### src/assert_macros.svh
// Assertion macros used by the matrix-vector multiply sequencer.
`ifndef ASSERT_MACROS_SVH
`define ASSERT_MACROS_SVH

`ifndef SYNTHESIS

// Same-cycle implication, checked on every rising clock edge outside reset.
`define ASSERT_IMP(label, clk, rst_n, ante, cons) \
  label: assert property (@(posedge clk) disable iff (!rst_n) (ante) |-> (cons)) \
    else $error("assertion failed");

// Next-cycle implication, checked on every rising clock edge outside reset.
`define ASSERT_NXT(label, clk, rst_n, ante, cons) \
  label: assert property (@(posedge clk) disable iff (!rst_n) (ante) |=> (cons)) \
    else $error("assertion failed");

`else

`define ASSERT_IMP(label, clk, rst_n, ante, cons)
`define ASSERT_NXT(label, clk, rst_n, ante, cons)

`endif

`endif

### src/mvm_pkg.sv
// Constants, types and control structures shared by the matrix-vector multiply.
package mvm_pkg;

  localparam int MAX_ROWS  = 16;
  localparam int MAX_COLS  = 16;
  localparam int FRAC_BITS = 16;

  localparam int FIELD_W = 5;
  localparam int VAL_W   = 32;
  localparam int ACC_W   = 64;

  localparam int RIDX_W = (MAX_ROWS > 1) ? $clog2(MAX_ROWS) : 1;
  localparam int CIDX_W = (MAX_COLS > 1) ? $clog2(MAX_COLS) : 1;
  localparam int RCNT_W = $clog2(MAX_ROWS + 1);
  localparam int CCNT_W = $clog2(MAX_COLS + 1);

  localparam int RST_ROWS = (MAX_ROWS < 16) ? MAX_ROWS : 16;
  localparam int RST_COLS = (MAX_COLS < 16) ? MAX_COLS : 16;

  localparam int IN_TDATA_W  = 48;
  localparam int OUT_TDATA_W = 40;

  localparam int CFG_IDX_W = 2;
  localparam logic [CFG_IDX_W-1:0] REG_ROWS = 2'd0;
  localparam logic [CFG_IDX_W-1:0] REG_COLS = 2'd1;

  localparam logic MODE_MATRIX = 1'b0;
  localparam logic MODE_VECTOR = 1'b1;

  typedef enum logic [1:0] {
    ST_IDLE,
    ST_RUN,
    ST_EMIT
  } state_t;

  // Vector element travelling down the row of cells.
  typedef struct packed {
    logic                    vld;
    logic [CIDX_W-1:0]       col;
    logic signed [VAL_W-1:0] val;
  } tok_t;

  // Controls from the sequencer to every cell.
  typedef struct packed {
    logic              wr_en;
    logic [RIDX_W-1:0] wr_row;
    logic [CIDX_W-1:0] wr_col;
    logic [VAL_W-1:0]  wr_data;
    tok_t              tok;
    logic              shift;
    logic              clear;
  } ctl_t;

endpackage

### src/mvm_cell.sv
// One row cell: a matrix row, its multiplier and its saturating accumulator.
module mvm_cell (
  input  logic                              clk,
  input  logic                              rst_n,
  input  mvm_pkg::ctl_t                     ctl,
  input  logic                              wr_sel,
  input  logic                              row_en,
  input  mvm_pkg::tok_t                     tok_in,
  output mvm_pkg::tok_t                     tok_out,
  input  logic signed [mvm_pkg::ACC_W-1:0]  acc_in,
  output logic signed [mvm_pkg::ACC_W-1:0]  acc_out
);
  import mvm_pkg::*;

  localparam logic signed [ACC_W-1:0] ACC_MAX = {1'b0, {(ACC_W-1){1'b1}}};
  localparam logic signed [ACC_W-1:0] ACC_MIN = {1'b1, {(ACC_W-1){1'b0}}};

  logic [VAL_W-1:0]        mrow_r [MAX_COLS];
  logic signed [VAL_W-1:0] elem;
  logic signed [ACC_W-1:0] prod_r, prod_nxt;
  logic signed [ACC_W-1:0] acc_r, acc_nxt;
  logic signed [ACC_W:0]   sum;
  logic                    add_r;
  tok_t                    tok_r;

  // Matrix row storage; written by broadcast, read at the passing column.
  always_ff @(posedge clk) begin
    if (wr_sel) begin
      mrow_r[ctl.wr_col] <= ctl.wr_data;
    end
  end

  assign elem     = $signed(mrow_r[tok_in.col]);
  assign prod_nxt = elem * tok_in.val;

  always_ff @(posedge clk) begin
    prod_r <= prod_nxt;
  end

  always_ff @(posedge clk) begin
    if (!rst_n) begin
      add_r     <= 1'b0;
      tok_r.vld <= 1'b0;
    end else begin
      add_r     <= tok_in.vld && row_en;
      tok_r.vld <= tok_in.vld;
    end
    tok_r.col <= tok_in.col;
    tok_r.val <= tok_in.val;
  end

  assign sum = {acc_r[ACC_W-1], acc_r} + {prod_r[ACC_W-1], prod_r};

  always_comb begin
    acc_nxt = acc_r;
    if (ctl.clear) begin
      acc_nxt = '0;
    end else if (ctl.shift) begin
      acc_nxt = acc_in;
    end else if (add_r) begin
      if (sum[ACC_W] != sum[ACC_W-1]) begin
        acc_nxt = sum[ACC_W] ? ACC_MIN : ACC_MAX;
      end else begin
        acc_nxt = sum[ACC_W-1:0];
      end
    end
  end

  always_ff @(posedge clk) begin
    if (!rst_n) begin
      acc_r <= '0;
    end else begin
      acc_r <= acc_nxt;
    end
  end

  assign tok_out = tok_r;
  assign acc_out = acc_r;

endmodule

### config.mk
export PLATFORM = sky130hd
export DESIGN_NAME = mvm_cell
export DESIGN_NICKNAME = d
export VERILOG_FILES = /design/src/assert_macros.svh /design/src/mvm_pkg.sv /design/src/mvm_cell.sv
export SDC_FILE = /design/constraint.sdc
export NUM_CORES = 2
export LEC_CHECK = 0
export ABC_AREA = 1
export BUFFER_PORTS_ARGS = -buffer_cell sky130_fd_sc_hd__buf_2
export CAP_MARGIN = 25
export CORE_MARGIN = 5
export CORE_UTILIZATION = 55
export CTS_CLUSTER_SIZE = 10
export DETAILED_ROUTE_END_ITERATION = 8
export GPL_TIMING_DRIVEN = 0
export HOLD_SLACK_MARGIN = 0.06
export PLACE_DENSITY = 0.76
export SYNTH_ARGS = -nofsm -noshare
export SYNTH_HDL_FRONTEND = slang
export SYNTH_SLANG_ARGS = --single-unit
### constraint.sdc
create_clock -name clk -period 14.4 [get_ports clk]
set_input_delay 2.16 -clock clk [delete_from_list [all_inputs] [get_ports clk]]
set_output_delay 2.16 -clock clk [all_outputs]
set_load 0.02 [all_outputs]
# After elaboration in Yosys (flattened, before gate mapping)
# Memories as Yosys holds them, arrays and structs flattened.
# Cells that the tools add are included.
# W data, S select, Z words.
# classes
reduce_logical	3
addsub	1
mul	1
mux	6
n_bitwise	1
eq_ne	1
# op_table
cell	count
$mux W64	4
$add A64 B64 Y65	1
$mul A32 B32 Y64	1
$mux W1	2
$reduce_bool A2 Y1	1
$reduce_or A2 Y1	1
$logic_and A1 B1 Y1	1
$ne A1 B1 Y1	1
$not A1 Y1	1
# totals
ramBits	512
register_bits	166
memories	1
input_bits	185
output_inout_bits	101
# mem_list
name	depth	width	read_ports	rd_ports_with_merged_regs	write_ports	line	rtl
mrow_r	16	32	1	0	1	mvm_cell.sv:18	logic [VAL_W-1:0] mrow_r [MAX_COLS];

# Depth between registers and ports, before layout
# depth
depth_word	5
ltp_mapped	41
ltp_nobuf	37

# Worst setup path after synthesis
# Ideal clock, no wire load.
# synth_timing
path_kind	input to register
from	input port tok_in[32] (netlist name)
to	register prod_r[59]
setup_ps	127
cell_stages	32
t_arrival_ps	9942
path_slack_ps	4331
path_cell_list	buf_2 > buf_2 > buf_2 > o21ai_0 > o21ai_0 > o211ai_1 > nand2_1 > clkinv_1 > clkbuf_1 > nor2_1 > fa_1 > inv_1 > fa_1 > inv_1 > fa_1 > fa_1 > inv_1 > fa_1 > inv_1 > fa_1 > inv_1 > fa_1 > inv_1 > fa_1 > ha_1 > a21oi_1 > inv_1 > a31oi_1 > o21ai_0 > a211oi_1 > o221ai_1 > xor2_1
# synth_via
elab_chain_cells	2
# synth_lines
element	line	rtl
start, declared	mvm_cell.sv:8	input mvm_pkg::tok_t tok_in,
$mem_v2 Z16 W32	--	
$mul A32 B32 Y64	mvm_cell.sv:34	assign prod_nxt = elem * tok_in.val;
net prod_nxt[59]	mvm_cell.sv:20	logic signed [ACC_W-1:0] prod_r, prod_nxt;
end signal, assigned	mvm_cell.sv:37	prod_r <= prod_nxt;
end, declared	mvm_cell.sv:20	
# The timed path passes the listed nets, and every way through them passes these cells.
# A chain may end at the register's enable or synchronous reset.

# Worst setup path after layout
# layout_timing
from	input port tok_in[32] (netlist name)
to	register prod_r[61]
# The elaborated chain is that of the path after synthesis.

==> out/results.ini <==
[run_status]
outcome=finished clean

[logic_synthesis]
synthTopCellsByCount=inv_1 (1453), fa_1 (1083), nand2_1 (1079)
avgSynthCellArea_um2=9.42
synth_top_area_cell=fa_1
synth.yosys.seq_area_share=0.282
async_flop_share=0
syn_area_mm2=0.0662
ys_warn_count=0
synthCells=7026
synthTopCellsByArea=fa_1 (33%), edfxtp_1 (23%), inv_1 (8.2%)
synthDominantCellAreaShare=0.327
synth.net_count=8542
ys_ff_latch=678
synth.distinct_cells=58
synth-main-ff-cell=edfxtp_1
synth_edf_count=512
yosys.cell_count.top_type=inv_1

[placed_design]
finalWeightedCongestion=1.04
port-buffer-count=243
hpwl_mm=194

[routing]
wl_mm=240
ant_nets=0
drt_pass1_iterations=6
first_iter_violations=6276
routedWlPerCell_um=26.6
viasPerCell=5.92
drc=0
via_count=53600

[setup_path]
worstPathRequired_ns=14.96
worstSetupStartpointType=primary input
path_max_fanout=10
cpPeakStageDelay_ns=0.70
cp.arrival_ns=13.14
cp_slowest_cell=clkbuf_1
worst-setup-path-type=primary input to flip-flop
path_common_cell=fa_1
crit_path_end_kind=flip-flop

[clock_tree]
clock_path_buffers=3
h-tree-depth=3
cts.sinks=678
numCtsBuffers=82
hold_buffers=0
root_buffer=clkbuf_16
cts_setup_buffers=0
cts_tree=done
clkLatencyLatePin_ns=0.72
cts_resized=0
path_clk_slew_ns=0.07

[sta]
setup-violations-final=0
rsz0062_at_grt=false
setup_tns_ns=0
maxSlewViolCount=0
clock-skew-final_ns=0.0700
hold_viol=0
tightest_slew_ns=1.20
relSlewSlack=0.197
period_share=0.874
clock.fmax_ghz=0.0794
min_period_ns=12.59

[finish]
finalNetCount=8893
fillers=10300
area_delta_synth_final_pct=9.57
layout-drive-gt1-share=0.0779

[floorplan]
die_h_um=357
die_area_mm2=0.127
ios=286
core-area_mm2=0.120
die_x_um=357
fp-row-count=127
start_util=0.553

[global_route]
grt_pass1_vias=55900
grt_max_degree=23
overflow=0
grt_pass1_wl_mm=352
track_usage=0.380
antenna_found_initial=12

[min_path]
hp-class=flip-flop to flip-flop

[run]
cap_violations=0

-- worst max-delay path: cells and delay by family --
kind            cells  cell delay [ns]
compound gates      7             2.12
simple gates        7             1.48
xor+xnor            1             0.17
buf+inv            12             2.63
fa+ha+maj           9             4.53
-- path summary, 6_finish.rpt --
kind | slack, ns | end | cells past startpoint | startpoint
hold reg to reg | 0.57 | acc_out[55] | 2 | acc_out[55]
setup / recovery | 1.81 | prod_r[61] | 36 | tok_in[32]
setup reg to reg | 4.10 | prod_r[55] | 33 | mrow_r[5][31]
hold / removal | 0.57 | acc_out[55] | 2 | acc_out[55]
-- stage by stage --
stage | utilization | area [µm²] | hold WS, ns | setup slack (ns) | std cells
CTS | 0.605 | 72500 | 0.569 | 2.19 | 9039
global route | 0.605 | 72500 | 0.610 | 1.71 | 9046
finish | 0.605 | 72500 | 0.574 | 1.81 | 9054
detailed placement | 0.584 | 70000 | 0.567 | 1.50 | 8902
global placement | 0.580 | 69400 | 0.560 | 1.58 | 8881
floorplan | - | 66200 | 0.557 | 4.33 | 7026
-- final cells by class --
class | count | area (µm²) | share of cell area
flip-flops and latches | 678 | 18700 | 0.258
clock inverters | 15 | 248 | 0.00342
clock buffers | 122 | 2230 | 0.0308
repair buffers | 267 | 1690 | 0.0233
well taps | 1612 | 2020 | 0.0278
multi-input cells | 4592 | 40800 | 0.563
inverters | 1476 | 5550 | 0.0764
diodes | 12 | 30.0 | 0.000414
plain buffers | 280 | 1250 | 0.0172
-- state kept, by name, summed over array words and instances, names as in the netlist --
signal and flops:
prod_r 64, tok_out 37, mrow_r 512, acc_out 64, add_r 1
-- kinds of logic after synthesis --
logic type	count (synthesis)	share of synthesized area
compound gates	878	0.0767
xor+xnor	116	0.0153
fa+ha+maj	1331	0.374
buf+inv	1756	0.103
flops	678	0.282
mux	128	0.0194
simple gates	2139	0.129
-- cells in the final DEF (no fill, tap or decap), types with 20 or more instances in the layout --
cell       Yosys  routed
nor2_1       816     800
dfxtp_1      166     166
o221ai_1      20      20
o21ai_0      282     282
a21oi_1      341     341
clkbuf_16      0      82
xor2_1        83      83
inv_1       1453    1453
mux2i_1      128     128
edfxtp_1     512     512
buf_2         88     331
o21bai_1      24      24
o211ai_1     130     130
or2_2         46      46
nand3_1      123     123
fa_1        1083    1083
xnor2_1       33      33
ha_1         248     248
nand2_1     1079    1079
clkbuf_1     169     206
a21o_1        23      23
-- layer usage --
layer / up-vias / share of wire / global-route usage
li1: 22400 / - / -
met1: 26500 / 0.35 / 0.477
met2: 3672 / 0.44 / 0.586
met3: 955 / 0.12 / 0.0915
met4: 2 / 0.086 / 0.262
met5: - / 0.00017 / 0
Power is not shown: default switching activity piles up to over one toggle a cycle in this logic, so the estimate is an artifact.
