[src/assert_macros.svh]
// Assertion macros used by the matrix-vector multiply sequencer.
`ifndef ASSERT_MACROS_SVH
`define ASSERT_MACROS_SVH

`ifndef SYNTHESIS

// Same-cycle implication, checked on every rising clock edge outside reset.
`define ASSERT_IMP(label, clk, rst_n, ante, cons) \
  label: assert property (@(posedge clk) disable iff (!rst_n) (ante) |-> (cons)) \
    else $error("assertion failed");

// Next-cycle implication, checked on every rising clock edge outside reset.
`define ASSERT_NXT(label, clk, rst_n, ante, cons) \
  label: assert property (@(posedge clk) disable iff (!rst_n) (ante) |=> (cons)) \
    else $error("assertion failed");

`else

`define ASSERT_IMP(label, clk, rst_n, ante, cons)
`define ASSERT_NXT(label, clk, rst_n, ante, cons)

`endif

`endif

[src/mvm_pkg.sv]
// Constants, types and control structures shared by the matrix-vector multiply.
package mvm_pkg;

  localparam int MAX_ROWS  = 16;
  localparam int MAX_COLS  = 16;
  localparam int FRAC_BITS = 16;

  localparam int FIELD_W = 5;
  localparam int VAL_W   = 32;
  localparam int ACC_W   = 64;

  localparam int RIDX_W = (MAX_ROWS > 1) ? $clog2(MAX_ROWS) : 1;
  localparam int CIDX_W = (MAX_COLS > 1) ? $clog2(MAX_COLS) : 1;
  localparam int RCNT_W = $clog2(MAX_ROWS + 1);
  localparam int CCNT_W = $clog2(MAX_COLS + 1);

  localparam int RST_ROWS = (MAX_ROWS < 16) ? MAX_ROWS : 16;
  localparam int RST_COLS = (MAX_COLS < 16) ? MAX_COLS : 16;

  localparam int IN_TDATA_W  = 48;
  localparam int OUT_TDATA_W = 40;

  localparam int CFG_IDX_W = 2;
  localparam logic [CFG_IDX_W-1:0] REG_ROWS = 2'd0;
  localparam logic [CFG_IDX_W-1:0] REG_COLS = 2'd1;

  localparam logic MODE_MATRIX = 1'b0;
  localparam logic MODE_VECTOR = 1'b1;

  typedef enum logic [1:0] {
    ST_IDLE,
    ST_RUN,
    ST_EMIT
  } state_t;

  // Vector element travelling down the row of cells.
  typedef struct packed {
    logic                    vld;
    logic [CIDX_W-1:0]       col;
    logic signed [VAL_W-1:0] val;
  } tok_t;

  // Controls from the sequencer to every cell.
  typedef struct packed {
    logic              wr_en;
    logic [RIDX_W-1:0] wr_row;
    logic [CIDX_W-1:0] wr_col;
    logic [VAL_W-1:0]  wr_data;
    tok_t              tok;
    logic              shift;
    logic              clear;
  } ctl_t;

endpackage

[src/mvm_ctrl.sv]
// Sequencer: configuration registers, beat decode, run timing and result drain.
`include "assert_macros.svh"

module mvm_ctrl (
  input  logic                                 clk,
  input  logic                                 rst_n,
  input  logic                                 in_valid,
  output logic                                 in_ready,
  input  logic                                 in_mode,
  input  logic [mvm_pkg::FIELD_W-1:0]          in_row,
  input  logic [mvm_pkg::FIELD_W-1:0]          in_col,
  input  logic signed [mvm_pkg::VAL_W-1:0]     in_value,
  input  logic                                 in_last,
  input  logic                                 cfg_valid,
  input  logic [mvm_pkg::CFG_IDX_W-1:0]        cfg_index,
  input  logic [mvm_pkg::FIELD_W-1:0]          cfg_data,
  input  logic                                 out_space,
  output mvm_pkg::ctl_t                        ctl,
  output logic [mvm_pkg::RCNT_W-1:0]           nrows,
  output logic [mvm_pkg::FIELD_W-1:0]          emit_row,
  output logic                                 emit_last
);
  import mvm_pkg::*;

  state_t              state_r, state_nxt;
  logic [RCNT_W-1:0]   nrows_r;
  logic [CCNT_W-1:0]   ncols_r;
  logic [RCNT_W-1:0]   cnt_r, cnt_nxt;
  logic                fin_r, fin_nxt;
  logic                wr_en_r, wr_en_nxt;
  logic [RIDX_W-1:0]   wr_row_r, wr_row_nxt;
  logic [CIDX_W-1:0]   wr_col_r, wr_col_nxt;
  logic [VAL_W-1:0]    wr_data_r, wr_data_nxt;
  tok_t                tok_r, tok_nxt;
  logic                accept, row_ok, col_ok, shift, clear;
  logic [FIELD_W-1:0]  row_m1, col_m1;

  function automatic logic [RCNT_W-1:0] eff_rows(input logic [FIELD_W-1:0] v);
    if (v == '0) return RCNT_W'(1);
    if (32'(v) > MAX_ROWS) return RCNT_W'(MAX_ROWS);
    return RCNT_W'(v);
  endfunction

  function automatic logic [CCNT_W-1:0] eff_cols(input logic [FIELD_W-1:0] v);
    if (v == '0) return CCNT_W'(1);
    if (32'(v) > MAX_COLS) return CCNT_W'(MAX_COLS);
    return CCNT_W'(v);
  endfunction

  // Register writes keep the clamped count, so the datapath never sees zero.
  always_ff @(posedge clk) begin
    if (!rst_n) begin
      nrows_r <= RCNT_W'(RST_ROWS);
      ncols_r <= CCNT_W'(RST_COLS);
    end else if (cfg_valid) begin
      unique case (cfg_index)
        REG_ROWS: nrows_r <= eff_rows(cfg_data);
        REG_COLS: ncols_r <= eff_cols(cfg_data);
        default:  ;
      endcase
    end
  end

  assign in_ready = (state_r == ST_IDLE);
  assign accept   = in_valid && in_ready;
  assign row_m1   = in_row - FIELD_W'(1);
  assign col_m1   = in_col - FIELD_W'(1);
  assign row_ok   = (in_row != '0) && (32'(in_row) <= 32'(nrows_r));
  assign col_ok   = (in_col != '0) && (32'(in_col) <= 32'(ncols_r));

  always_comb begin
    state_nxt   = state_r;
    cnt_nxt     = cnt_r;
    fin_nxt     = fin_r;
    wr_en_nxt   = 1'b0;
    wr_row_nxt  = wr_row_r;
    wr_col_nxt  = wr_col_r;
    wr_data_nxt = wr_data_r;
    tok_nxt     = tok_r;
    tok_nxt.vld = 1'b0;
    shift       = 1'b0;
    clear       = 1'b0;
    unique case (state_r)
      ST_IDLE: begin
        if (accept) begin
          if (in_mode == MODE_MATRIX) begin
            wr_en_nxt   = row_ok && col_ok;
            wr_row_nxt  = RIDX_W'(row_m1);
            wr_col_nxt  = CIDX_W'(col_m1);
            wr_data_nxt = in_value;
          end else begin
            tok_nxt.vld = col_ok;
            tok_nxt.col = CIDX_W'(col_m1);
            tok_nxt.val = in_value;
            fin_nxt     = in_last;
            cnt_nxt     = '0;
            state_nxt   = ST_RUN;
          end
        end
      end
      ST_RUN: begin
        // The element walks down the cells to the last one, which registers its
        // product and then adds it to its accumulator.
        cnt_nxt = cnt_r + RCNT_W'(1);
        if (cnt_r == RCNT_W'(MAX_ROWS)) begin
          cnt_nxt   = '0;
          state_nxt = fin_r ? ST_EMIT : ST_IDLE;
        end
      end
      ST_EMIT: begin
        shift = out_space;
        if (out_space) begin
          cnt_nxt = cnt_r + RCNT_W'(1);
          if (cnt_r == nrows_r - RCNT_W'(1)) begin
            clear     = 1'b1;
            cnt_nxt   = '0;
            state_nxt = ST_IDLE;
          end
        end
      end
      default: state_nxt = ST_IDLE;
    endcase
  end

  always_ff @(posedge clk) begin
    if (!rst_n) begin
      state_r   <= ST_IDLE;
      cnt_r     <= '0;
      fin_r     <= 1'b0;
      wr_en_r   <= 1'b0;
      tok_r.vld <= 1'b0;
    end else begin
      state_r   <= state_nxt;
      cnt_r     <= cnt_nxt;
      fin_r     <= fin_nxt;
      wr_en_r   <= wr_en_nxt;
      tok_r.vld <= tok_nxt.vld;
    end
    wr_row_r  <= wr_row_nxt;
    wr_col_r  <= wr_col_nxt;
    wr_data_r <= wr_data_nxt;
    tok_r.col <= tok_nxt.col;
    tok_r.val <= tok_nxt.val;
  end

  assign ctl.wr_en   = wr_en_r;
  assign ctl.wr_row  = wr_row_r;
  assign ctl.wr_col  = wr_col_r;
  assign ctl.wr_data = wr_data_r;
  assign ctl.tok     = tok_r;
  assign ctl.shift   = shift;
  assign ctl.clear   = clear;

  assign nrows     = nrows_r;
  assign emit_row  = FIELD_W'(cnt_r) + FIELD_W'(1);
  assign emit_last = (cnt_r == nrows_r - RCNT_W'(1));

  `ASSERT_IMP(a_shift_in_emit, clk, rst_n, ctl.shift, state_r == ST_EMIT)
  `ASSERT_IMP(a_clear_on_last, clk, rst_n, ctl.clear, ctl.shift && emit_last)
  `ASSERT_NXT(a_vector_runs, clk, rst_n, accept && (in_mode == MODE_VECTOR), state_r == ST_RUN)
  `ASSERT_IMP(a_emit_in_range, clk, rst_n, state_r == ST_EMIT, cnt_r < nrows_r)

endmodule

[config.mk]
export PLATFORM = sky130hd
export DESIGN_NAME = mvm_ctrl
export DESIGN_NICKNAME = d
export VERILOG_FILES = /design/src/mvm_pkg.sv /design/src/mvm_ctrl.sv
export VERILOG_INCLUDE_DIRS = /design/src /design/src/src
export SDC_FILE = /design/constraint.sdc
export NUM_CORES = 1
export LEC_CHECK = 0
export ABC_AREA = 1
export BUFFER_PORTS_ARGS = -buffer_cell sky130_fd_sc_hd__buf_2
export CORE_ASPECT_RATIO = 1.2
export CORE_MARGIN = 1.5
export CORE_UTILIZATION = 44
export CTS_CLUSTER_SIZE = 28
export DETAILED_ROUTE_END_ITERATION = 8
export GPL_ROUTABILITY_DRIVEN = 0
export PLACE_DENSITY = 0.76
export SLEW_MARGIN = 20
export SYNTH_ARGS = -nofsm -noshare
export SYNTH_HDL_FRONTEND = slang
export SYNTH_SLANG_ARGS = --single-unit
[constraint.sdc]
create_clock -name clk -period 2.99 [get_ports clk]
set_clock_uncertainty 0.1 [all_clocks]
set_input_delay 0.598 -clock clk [delete_from_list [all_inputs] [get_ports clk]]
set_output_delay 0.598 -clock clk [all_outputs]
set_load 0.03 [all_outputs]
Word-level counts from Yosys, hierarchy flattened
Index checks and enable logic that the tools add are counted.
{ "totals": {"regBits": 96, "input_bits": 56, "word_cells": 90, "output_inout_bits": 92} }
{ "classes": {"reduce_logical": 18, "eq_ne": 10, "n_bitwise": 4, "n_lt_le_gt_ge": 3, "mux": 39, "add_sub_neg": 4} }
{ "ops": {"columns": ["cell", "n"], "rows": [
  ["two-way mux 5 bit", 11],
  ["two-way mux 1 bit", 20],
  ["one-hot mux 5 bit (3 select lines)", 1],
  ["two-way mux 2 bit", 6],
  ["<= comparator 5 bit", 2],
  ["nonzero test 5 bit", 2],
  ["AND reduction 4 bit", 2],
  ["subtractor 4 x 1 -> 4 bit, second input constant", 2],
  ["inequality test 2 bit, second input constant", 3],
  ["one-hot mux 2 bit (3 select lines)", 1],
  ["AND reduction 3 bit", 2],
  ["adder 5 x 1 -> 5 bit, second input constant", 1],
  ["equality test 5 bit", 1],
  ["equality test 5 bit, second input constant", 1],
  ["greater-than comparator 5 bit, second input constant", 1],
  ["logical NOT 5 bit", 1],
  ["AND reduction 5 bit", 1],
  ["subtractor 5 x 1 -> 5 bit, second input constant", 1],
  ["equality test 2 x 1 -> 1 bit, second input constant", 2],
  ["logical AND 1 bit", 4],
  ["logical NOT 2 bit", 2],
  ["inequality test 2 x 1 -> 1 bit, second input constant", 2],
  ["NOT 1 bit", 4],
  ["AND reduction 2 bit", 2],
  ["other kinds (3)", 3]
]} }

Longest topological paths before layout
Gate-level depths: netlist of the first run.
{ "depth": {"depth_word": 11, "mapped_depth": 14, "ltp_nobuf": 14} }

Least setup slack after synthesis of the first run
OpenSTA, ideal clock, no wires.
{ "synth_path": {"path_kind": "register -> register", "start": "register state_r[0]", "end": "register wr_col_r[0] (enable)", "arrival_time_ns": 2.649, "path_stages_with_launch": 5, "slack_ns": -0.197, "n_path_buf": 0, "synth_period_minus_slack_ns": 3.187, "setup_time_ns": 0.437, "cell_sequence": "dfxtp_1 -> inv_1 -> ha_1 -> nand2_1 -> nor2_1"} }
{ "synth_between": {"elab_chain_cells": 3} }
{ "synth_rtl": {"columns": ["item", "line", "source"], "rows": [
  ["from (decl)", "mvm_ctrl.sv:25", "state_t state_r, state_nxt;"],
  ["from (signal assigned)", "mvm_ctrl.sv:133", "state_r <= state_nxt;"],
  ["logical NOT 2 bit *", "mvm_ctrl.sv:64", "assign in_ready = (state_r == ST_IDLE);"],
  ["net in_ready", "mvm_ctrl.sv:8", "output logic in_ready,"],
  ["logical AND 1 bit", "mvm_ctrl.sv:65", "assign accept = in_valid && in_ready;"],
  ["AND reduction 3 bit (no line) *", null, null],
  ["to (signal assigned)", "mvm_ctrl.sv:140", "wr_col_r <= wr_col_nxt;"],
  ["to (decl)", "mvm_ctrl.sv:32", "logic [CIDX_W-1:0] wr_col_r, wr_col_nxt;"]
]} }
The timed path passes the listed nets; every way through them passes the cells marked *.
A chain may end at the register's enable or synchronous reset.

==> impl_metrics.env, run 1 <==
export IMPL_status="finished, final reports clean"
export IMPL_finalHoldViolCount=0
export IMPL_ctsHoldBuffers=0
export IMPL_clk_latency_ns=0.37
export IMPL_sw_frac_of_total_pct=33.9
export IMPL_cts_num_sinks=96
export IMPL_crit_fanout=4
export IMPL_slew_headroom_pct=65.8
export IMPL_p_clk_share_pct=23.8
export IMPL_start_kind="flop"
export IMPL_worst_setup_path_type="reg2out"
export IMPL_grt_max_degree=41
export IMPL_initial_utilization_pct=45.2
export IMPL_dieHeight_um=105
export IMPL_rows=37
export IMPL_synth_area_um2=3850
export IMPL_crit_family="simple AND/OR/NAND/NOR gates"
export IMPL_synth_cell_types=27
export IMPL_drc=0
export IMPL_report_power_total_uw=3440
export IMPL_fp_dieArea_um2=9320
export IMPL_antenna_found_initial=4
export IMPL_drv_slew=0
export IMPL_p_int_uw=2280
export IMPL_synth_seq_cells=96
export IMPL_pin_count=148
export IMPL_drtPass1Iterations=4
export IMPL_p_comb_share_pct=27.1
export IMPL_dr_total_vias=2797
export IMPL_dp_slack_ns=0.798
export IMPL_synth_main_ff_cell="edfxtp_1"
export IMPL_dp_hpwl_um=6870
export IMPL_period_needed_ns=2.58
export IMPL_syn_area_per_cell_um2=12.3
export IMPL_slowest_delay_ns=0.39
export IMPL_timing_final_ws_setup_ns=0.414
export IMPL_critical_path_buf_inv_count=3
export IMPL_die_width_um=88.4
export IMPL_grt_pass1_wl_um=13100
export IMPL_slowest_stage="dfxtp_1"
export IMPL_grt_pass1_vias=2808
export IMPL_tightest_slew_ns=0.512
export IMPL_rrSetupSlack_ns=1.00
export IMPL_area_growth_pct=28.1
export IMPL_cp_cell_sequence="inv_2, ha_1, inv_1, nand2_1, nand2_1, nor2_1, nand2_1, nor2_1, nand2_2, nor2_1, buf_2"
export IMPL_leakagePower_uw=0.00223
export IMPL_yosysWarnings=0
export IMPL_ant_nets=0
export IMPL_grt_overflow=0
export IMPL_fill_cells=727
export IMPL_vias_per_cell=4.71
export IMPL_synth_edf_count=76
export IMPL_cts_setup_buffers=0
export IMPL_cts_made_buffers=9
export IMPL_max_freq_ghz=0.388
export IMPL_drtIter0Drc=146
export IMPL_hold_path_class="in2reg"
export IMPL_cp_data_arrival_time_ns=1.88
export IMPL_wire_per_inst_um=14.7
export IMPL_tritoncts="built"
export IMPL_p_per_area_nw_per_um2=699
export IMPL_ctsHtreeMaxLevel=3
export IMPL_vdd_drop_max_uv=321
export IMPL_cp_end_kind="output pin"
export IMPL_nets=546
export IMPL_regArea_um2=2680
export IMPL_rsz0062_at_grt="false"
export IMPL_ys_seq_area_share_pct=69.7
export IMPL_drive_above_1_share_pct=37.6
export IMPL_ctsRootBufferMaster="clkbuf_8"
export IMPL_cts_max_path_buffers=2
export IMPL_drt_wl_total_um=8750
export IMPL_fin_crit_sh_pct=86.2
export IMPL_cts_resized=0
export IMPL_async_flop_share_pct=0
export IMPL_p_switching_uw=1170
export IMPL_grt_usage_pct=19.0
export IMPL_syn_num_nets=390
export IMPL_multiInputGateArea_um2=978
export IMPL_maxCapViolCount=0
export IMPL_setup_viol=0
export IMPL_synth_cells=313
export IMPL_setup_tns_ns=0
export IMPL_core_area_um2=8520
export IMPL_port_buffers=147
export IMPL_clk_pin_slew_ns=0.10
export IMPL_cp_required_ns=2.29
export IMPL_seqPwrFrac_pct=49.0
-- through the flow --
stage | hold WS (ns) | cell area [um^2] | utilization (%) | instances
2_1_floorplan | 0.355 | 3850 | - | 313
3_3_place_gp | 0.384 | 4730 | 55.6 | 575
3_5_place_dp | 0.388 | 4730 | 55.6 | 575
4_1_cts | 0.293 | 4920 | 57.8 | 591
5_1_grt | 0.297 | 4920 | 57.8 | 591
6_report | 0.312 | 4930 | 57.9 | 594
-- cell usage in the layout (no fill, tap or decap), types with 9 or more instances in the layout --
cell type / count
a21oi_1: 17
buf_2: 147
clkbuf_8: 9
dfxtp_1: 20
edfxtp_1: 76
ha_1: 21
inv_1: 38
nand2_1: 60
nor2_1: 21
-- power by group through the flow --
| stage | clock [uW] | sequential (uW) | combinational (uW) |
|---|---|---|---|
| finish | 821 | 1690 | 935 |
| floorplan | 0 | 1960 | 407 |
| global route | 893 | 1700 | 1020 |
| CTS | 845 | 1690 | 942 |
| global placement | 0 | 1710 | 916 |
| detailed placement | 0 | 1720 | 940 |
-- state kept, by name (all words and copies together) (netlist names) --
| name | cells |
|---|---|
| ncols_r | 5 |
| state_r | 2 |
| wr_en_r | 1 |
| wr_row_r | 4 |
| ctl | 37 |
| nrows | 5 |
| fin_r | 1 |
| wr_data_r | 32 |
| cnt_r | 5 |
| wr_col_r | 4 |
-- kinds of logic (layout without fill, tap and decap cells) --
logic type	Yosys count	after routing	synth area share, %
compound gates	35	35	5.14
xor+xnor	7	7	1.59
fa+ha+maj	21	21	6.83
buf+inv	51	212	5.27
flops	96	96	69.7
other cells	0	3	0
simple gates	103	103	11.5
-- layer usage --
layer  track usage, %  vias to the layer above  part of all wire (%)
li1                 -                     1375                     -
met1             20.4                     1283                    37
met2             32.8                      123                    51
met3             7.75                       14                    10
met4             7.59                        2                   1.6
met5                0                        -                  0.15
-- cell type report --
type                    instances  share of cell area (%)
flip-flops and latches         96                    54.4
clock buffers                  12                    2.74
repair buffers                149                    15.2
inverters                      47                    3.58
clock inverters                 4                    1.07
multi-input cells             166                    19.8
well taps                     117                    2.97
diodes                          3                   0.152
-- final timing paths --
kind                                    from       endpoint  cells after the start
worst min-delay path            in_value[25]  wr_data_r[25]                      1
worst max-delay path                nrows[0]         ctl[0]                     11
worst min register to register         fin_r          fin_r                      2
worst max register to register    state_r[0]        ctl[20]                      5
-- synth_stat cells (2+ instances only) --
| master | number | area share (%) |
|---|---|---|
| a21oi_1 | 17 | 2.2 |
| buf_4 | 3 | 0.59 |
| clkinv_1 | 2 | 0.20 |
| dfxtp_1 | 20 | 10 |
| edfxtp_1 | 76 | 59 |
| ha_1 | 21 | 6.8 |
| inv_1 | 38 | 3.7 |
| inv_2 | 7 | 0.68 |
| nand2_1 | 60 | 5.9 |
| nand2_2 | 2 | 0.33 |
| nand3_1 | 7 | 0.91 |
| nand4_1 | 4 | 0.65 |
| nor2_1 | 23 | 2.2 |
| nor4_1 | 2 | 0.33 |
| o211ai_1 | 2 | 0.39 |
| o21ai_0 | 6 | 0.78 |
| o21ai_1 | 6 | 0.78 |
| o221ai_1 | 2 | 0.46 |
| xor2_1 | 7 | 1.6 |
Note: power is estimated with default switching activity, not from simulation.
==> run 2, diff against run 1 <==
- CORE_UTILIZATION: 44 -> 50
- PLACE_DENSITY: 0.76 -> 0.81
- clock period: 2.99 -> 3.3 ns (I/O delays scaled with it)
==> run 2 against run 1 <==
Against the previous run:
- final area shrank 0.81%
- clock power decreased by 13%
- clock-buffer cell count shrank 3
- wire length fell by 8.5%
- largest cell class unchanged
==> impl_metrics.env, run 2 (synthesis gave the netlist of run 1 again) <==
export IMPL_status="finished, final reports clean"
export IMPL_crit_fanout=4
export IMPL_drt_wl_total_um=8010
export IMPL_cp_end_kind="output pin"
export IMPL_vias_per_cell=4.95
export IMPL_cts_made_buffers=9
export IMPL_dp_hpwl_um=6330
export IMPL_reg2regPathDepth=5
export IMPL_dr_total_vias=2797
export IMPL_leakagePower_uw=0.00222
export IMPL_clk_latency_ns=0.34
export IMPL_rsz0062_at_grt="false"
export IMPL_final_common_cell="buf_2"
export IMPL_hold_depth=1
export IMPL_pin_count=148
export IMPL_ctsHtreeMaxLevel=3
export IMPL_nets=546
export IMPL_maxCapViolCount=0
export IMPL_dieHeight_um=99.1
export IMPL_ant_nets=0
export IMPL_crit_start="nrows[0]"
export IMPL_ctsRootBufferMaster="clkbuf_8"
export IMPL_core_area_um2=7360
export IMPL_drive_above_1_share_pct=38.2
export IMPL_setup_tns_ns=0
export IMPL_cts_num_sinks=96
export IMPL_drtPass1Iterations=4
export IMPL_vdd_drop_max_uv=344
export IMPL_slew_headroom_pct=64.6
export IMPL_grt_pass1_vias=2760
export IMPL_crit_reg2reg_launch="state_r[0]"
export IMPL_die_width_um=83.1
export IMPL_grt_pass1_wl_um=13300
export IMPL_grt_overflow=0
export IMPL_fp_dieArea_um2=8240
export IMPL_grt_usage_pct=20.6
export IMPL_tritoncts="built"
export IMPL_drtIter0Drc=137
export IMPL_hold_ws_ns=0.394
export IMPL_area_growth_pct=27.0
export IMPL_cp_cell_sequence="inv_2, ha_1, inv_1, nand2_1, nand2_1, nor2_1, nand2_1, nor2_1, nand2_2, nor2_1, buf_2"
export IMPL_worst_setup_path_type="reg2out"
export IMPL_period_needed_ns=2.63
export IMPL_hold_path_endpoint="wr_data_r[3]"
export IMPL_largest_reg_flops=37
export IMPL_final_cell_mix="buf_2, edfxtp_1, nand2_1"
export IMPL_start_kind="flop"
export IMPL_cp_data_arrival_time_ns=1.87
export IMPL_cts_setup_buffers=0
export IMPL_antenna_found_initial=2
export IMPL_fin_crit_sh_pct=79.8
export IMPL_wire_per_inst_um=14.2
export IMPL_drc=0
export IMPL_dp_slack_ns=1.04
export IMPL_cts_max_path_buffers=2
export IMPL_initial_utilization_pct=52.3
export IMPL_min_from="in_value[3]"
export IMPL_grt_max_degree=41
export IMPL_slowest_delay_ns=0.40
export IMPL_tightest_slew_ns=0.529
export IMPL_p_per_area_nw_per_um2=630
export IMPL_max_freq_ghz=0.380
export IMPL_rows=34
export IMPL_port_buffers=147
export IMPL_finalHoldViolCount=0
export IMPL_timing_final_ws_setup_ns=0.666
export IMPL_rr_endpoint="ctl[6]"
export IMPL_setup_viol=0
export IMPL_slowest_stage="dfxtp_1"
export IMPL_placed_cells=548
export IMPL_cp_required_ns=2.54
export IMPL_drv_slew=0
export IMPL_instances_no_fill=565
export IMPL_rrSetupSlack_ns=1.29
export IMPL_ctsHoldBuffers=0
export IMPL_cts_resized=0
export IMPL_clk_pin_slew_ns=0.10
export IMPL_hold_path_class="in2reg"
==> run 2: cell count changes in the layout (fill, tap and decap cells not counted), sizes merged <==
cell / delta
clkbuf: -3
clkinvlp: +2
diode: -2
inv: +2
bufinv: -1
==> run 2: cell type report <==
type | instances | area [um^2]
Sequential cell | 96 | 2680
Inverter | 47 | 176
Timing Repair Buffer | 149 | 751
Antenna cell | 1 | 2.50
Tap cell | 90 | 113
Multi-Input combinational cell | 166 | 978
Clock inverter | 7 | 62.6
Fill cell | 584 | 2470
Clock buffer | 9 | 124
==> run 2: critical path: cells and delay by family (launching register included) <==
| kind | cells | cell delay, ns |
|---|---|---|
| simple gates | 7 | 0.53 |
| flops | 1 | 0.40 |
| buf+inv | 3 | 0.31 |
| fa+ha+maj | 1 | 0.29 |
==> run 2: metrics by stage <==
stage	utilization (%)	area, um^2	power (uW)
detailed placement	63.9	4700	2400
global route	66.4	4890	3240
CTS	66.4	4890	3110
global placement	63.9	4700	2380
floorplan	-	3850	2150
finish	66.4	4890	3080
==> run 2: how the worst max path moves through the flow <==
stage                        endpoint  slack [ns]  cells after the start
final                          ctl[0]        0.67                     11
after global routing           ctl[0]        0.47                     11
after CTS                      ctl[0]        0.63                     11
after detailed placement       ctl[0]        1.04                     11
after global placement         ctl[0]        1.07                     11
after floorplan           wr_col_r[0]        0.11                      4
==> run 2: power by group <==
group | switching (uW) | internal (uW) | total (uW)
clock network | 422 | 291 | 714
logic | 614 | 224 | 838
registers | 46.5 | 1480 | 1530
total | 1080 | 2000 | 3080
==> run 2: layer usage <==
| metal | routed length [um] | up-vias | track usage, % |
|---|---|---|---|
| met3 | 694 | 11 | 5.81 |
| met2 | 3930 | 140 | 35.7 |
| met1 | 3290 | 1272 | 25.1 |
| met4 | 83 | 2 | 6.41 |
| li1 | - | 1372 | - |
| met5 | 13 | - | 0 |
==> run 3, diff against run 2 <==
- ABC_AREA: 1 -> 0
- CORE_UTILIZATION: 50 -> 44
- PLACE_DENSITY: 0.81 -> 0.76
- clock period: 3.3 -> 2.3 ns (I/O delays scaled with it)
==> run 3 against run 2 <==
Against the previous run:
- the flow now finishes with violations (setup timing)
- worst hold slack worse by 0.21 ns
- synthesized cell count is 16% lower
- global-route usage is 2.5 points lower
- setup slack worse by 0.86 ns
- register-to-register slack worse by 1.1 ns
- clock power is 44% higher
- core utilization is 7.7 points lower
- final cell count is 3.9% lower
- sequential power is 37% higher
- combinational power is 6.1% lower
- critical endpoint unchanged
- largest power group unchanged
- highest routed layer unchanged
==> impl_metrics.env, run 3 <==
export IMPL_status="complete, but fails checks"
export IMPL_area_growth_pct=30.6
export IMPL_synth_most_common_cell="edfxtp_1"
export IMPL_core_area_um2=8520
export IMPL_cts_made_buffers=9
export IMPL_cp_end_kind="output pin"
export IMPL_wire_per_inst_um=15.4
export IMPL_hold_path_class="in2reg"
export IMPL_p_per_area_nw_per_um2=781
export IMPL_dp_slack_ns=0.118
export IMPL_largest_reg_flops=37
export IMPL_ctsHtreeMaxLevel=3
export IMPL_synth_cell_types=40
export IMPL_period_needed_ns=2.49
export IMPL_port_buffers=147
export IMPL_final_cell_mix="buf_2, edfxtp_1, ha_1"
export IMPL_setup_viol=2
export IMPL_drv_slew=0
export IMPL_dr_total_vias=2590
export IMPL_drc=0
export IMPL_hold_ws_ns=0.188
export IMPL_drive_above_1_share_pct=44.4
export IMPL_report_power_total_uw=3910
export IMPL_grt_pass1_vias=2590
export IMPL_ant_nets=0
export IMPL_nets=498
export IMPL_cp_required_ns=1.74
export IMPL_placed_cells=524
export IMPL_violations="setup timing"
export IMPL_yosysTopAreaCell="edfxtp_1"
export IMPL_drtIter0Drc=112
export IMPL_grt_pass1_wl_um=12500
export IMPL_tightest_slew_ns=0.593
export IMPL_start_kind="flop"
export IMPL_synth_edf_count=76
export IMPL_async_flop_share_pct=0
export IMPL_grt_usage_pct=18.1
export IMPL_finalHoldViolCount=0
export IMPL_crit_fanout=4
export IMPL_utilization_pct=58.8
export IMPL_antenna_found_initial=1
export IMPL_synth_area_um2=3830
export IMPL_synth_area_top_cells="edfxtp_1, dfxtp_1, ha_1"
export IMPL_tritoncts="built"
export IMPL_vias_per_cell=4.77
export IMPL_synthTopCellsByCount="edfxtp_1, ha_1, inv_1"
export IMPL_ys_seq_area_share_pct=70.0
export IMPL_slowest_stage="dfxtp_4"
export IMPL_drtPass1Iterations=4
export IMPL_pin_count=148
export IMPL_diodes=0
export IMPL_dieHeight_um=105
export IMPL_cp_cell_sequence="inv_4, ha_4, xor2_2, o22ai_2, a2111oi_4, and2_4, buf_6"
export IMPL_cts_num_sinks=96
export IMPL_grt_max_degree=42
export IMPL_timing_final_ws_setup_ns=-0.189
export IMPL_initial_utilization_pct=45.0
export IMPL_syn_num_nets=339
export IMPL_synth_main_ff_cell="edfxtp_1"
export IMPL_fill_cells=737
export IMPL_fp_dieArea_um2=9280
export IMPL_syn_area_per_cell_um2=14.6
export IMPL_clk_latency_ns=0.35
export IMPL_rsz0062_at_grt="true"
export IMPL_slowest_delay_ns=0.36
export IMPL_clk_pin_slew_ns=0.10
export IMPL_synth_cells=262
export IMPL_grt_overflow=0
export IMPL_worst_setup_path_type="reg2out"
export IMPL_dp_hpwl_um=6440
export IMPL_die_width_um=88.2
export IMPL_synth_seq_cells=96
export IMPL_slew_headroom_pct=60.3
export IMPL_cp_data_arrival_time_ns=1.93
export IMPL_final_common_cell="buf_2"
export IMPL_ctsRootBufferMaster="clkbuf_8"
export IMPL_fin_crit_sh_pct=108
export IMPL_drt_wl_total_um=8360
export IMPL_instances_no_fill=543
export IMPL_vdd_drop_max_uv=372
export IMPL_cts_max_path_buffers=2
export IMPL_rows=37
export IMPL_yosysWarnings=0
export IMPL_leakagePower_uw=0.00212
export IMPL_synth_top_area_share_pct=59.5
export IMPL_max_freq_ghz=0.402
export IMPL_maxCapViolCount=0
run 3: cell types whose count changed after synthesis, moves of 5 or more:
cell / before / now
inv_1: 38 / 21
a21boi_1: 0 / 5
o21ai_1: 6 / 0
xnor2_1: 0 / 5
mux2i_1: 0 / 6
a21oi_1: 17 / 5
nand2_1: 60 / 15
nor2_1: 23 / 11
nor2b_1: 0 / 16
inv_2: 7 / 0
run 3: path summary, 6_finish.rpt:
| path | slack [ns] | from | cells past startpoint | to |
|---|---|---|---|---|
| worst max-delay path | -0.19 | nrows[1] | 7 | ctl[0] |
| worst min-delay path | 0.19 | in_value[9] | 1 | ctl[11] |
| worst min register to register | 0.39 | fin_r | 2 | state_r[1] |
| worst max register to register | 0.23 | nrows[0] | 10 | cnt_r[2] |
run 3: final cells by class:
type / count / area [um^2] / share of cell area (%)
clock buffers: 9 / 124 / 2.47
clock inverters: 7 / 61.3 / 1.22
inverters: 21 / 83.8 / 1.67
multi-input cells: 138 / 1070 / 21.4
flip-flops and latches: 96 / 2690 / 53.7
well taps: 117 / 146 / 2.92
repair buffers: 155 / 827 / 16.5
run 3: report_power, final:
group	switching [uW]	internal (uW)
Sequential	45.6	2050
Clock	611	416
Combinational	555	232
Total	1210	2700
run 3: cell families (layout without fill, tap and decap cells):
family	after synthesis	in the layout	synth area share, %
flip-flops	96	96	70.0
AND/OR/NAND/NOR	69	69	9.70
AO/OA/AOI/OAI	29	29	5.65
buffers and inverters	28	192	3.26
adder cells (fa/ha/maj)	21	21	6.86
XOR/XNOR	13	13	2.97
multiplexers	6	6	1.57
run 3: stage by stage:
step                area (um^2)  setup TNS [ns]
detailed placement         4770               0
global route               5010          -0.470
global placement           4770               0
finish                     5010          -0.310
floorplan                  3870          -0.187
CTS                        5010          -0.288
run 3: timing repair:
item	CTS	global route
resized for setup	6	0
pin swaps	3	0
setup endpoints to repair	2	2
buffers inserted	3	0
hold buffers	0	0
run 3: critical path, delay by kind of cell (launching register included):
family,cells,cell delay (ns)
AO/OA/AOI/OAI,2,0.49
flip-flops,1,0.36
AND/OR/NAND/NOR,1,0.21
XOR/XNOR,1,0.17
buffers and inverters,2,0.18
adder cells (fa/ha/maj),1,0.16
run 3: layer usage:
metal | vias up | GRT usage, % | part of all wire, %
li1 | 1250 | - | -
met1 | 1207 | 20.6 | 40
met2 | 121 | 31.6 | 51
met3 | 10 | 5.64 | 8.0
met4 | 2 | 6.14 | 1.1
met5 | - | 0 | 0.16
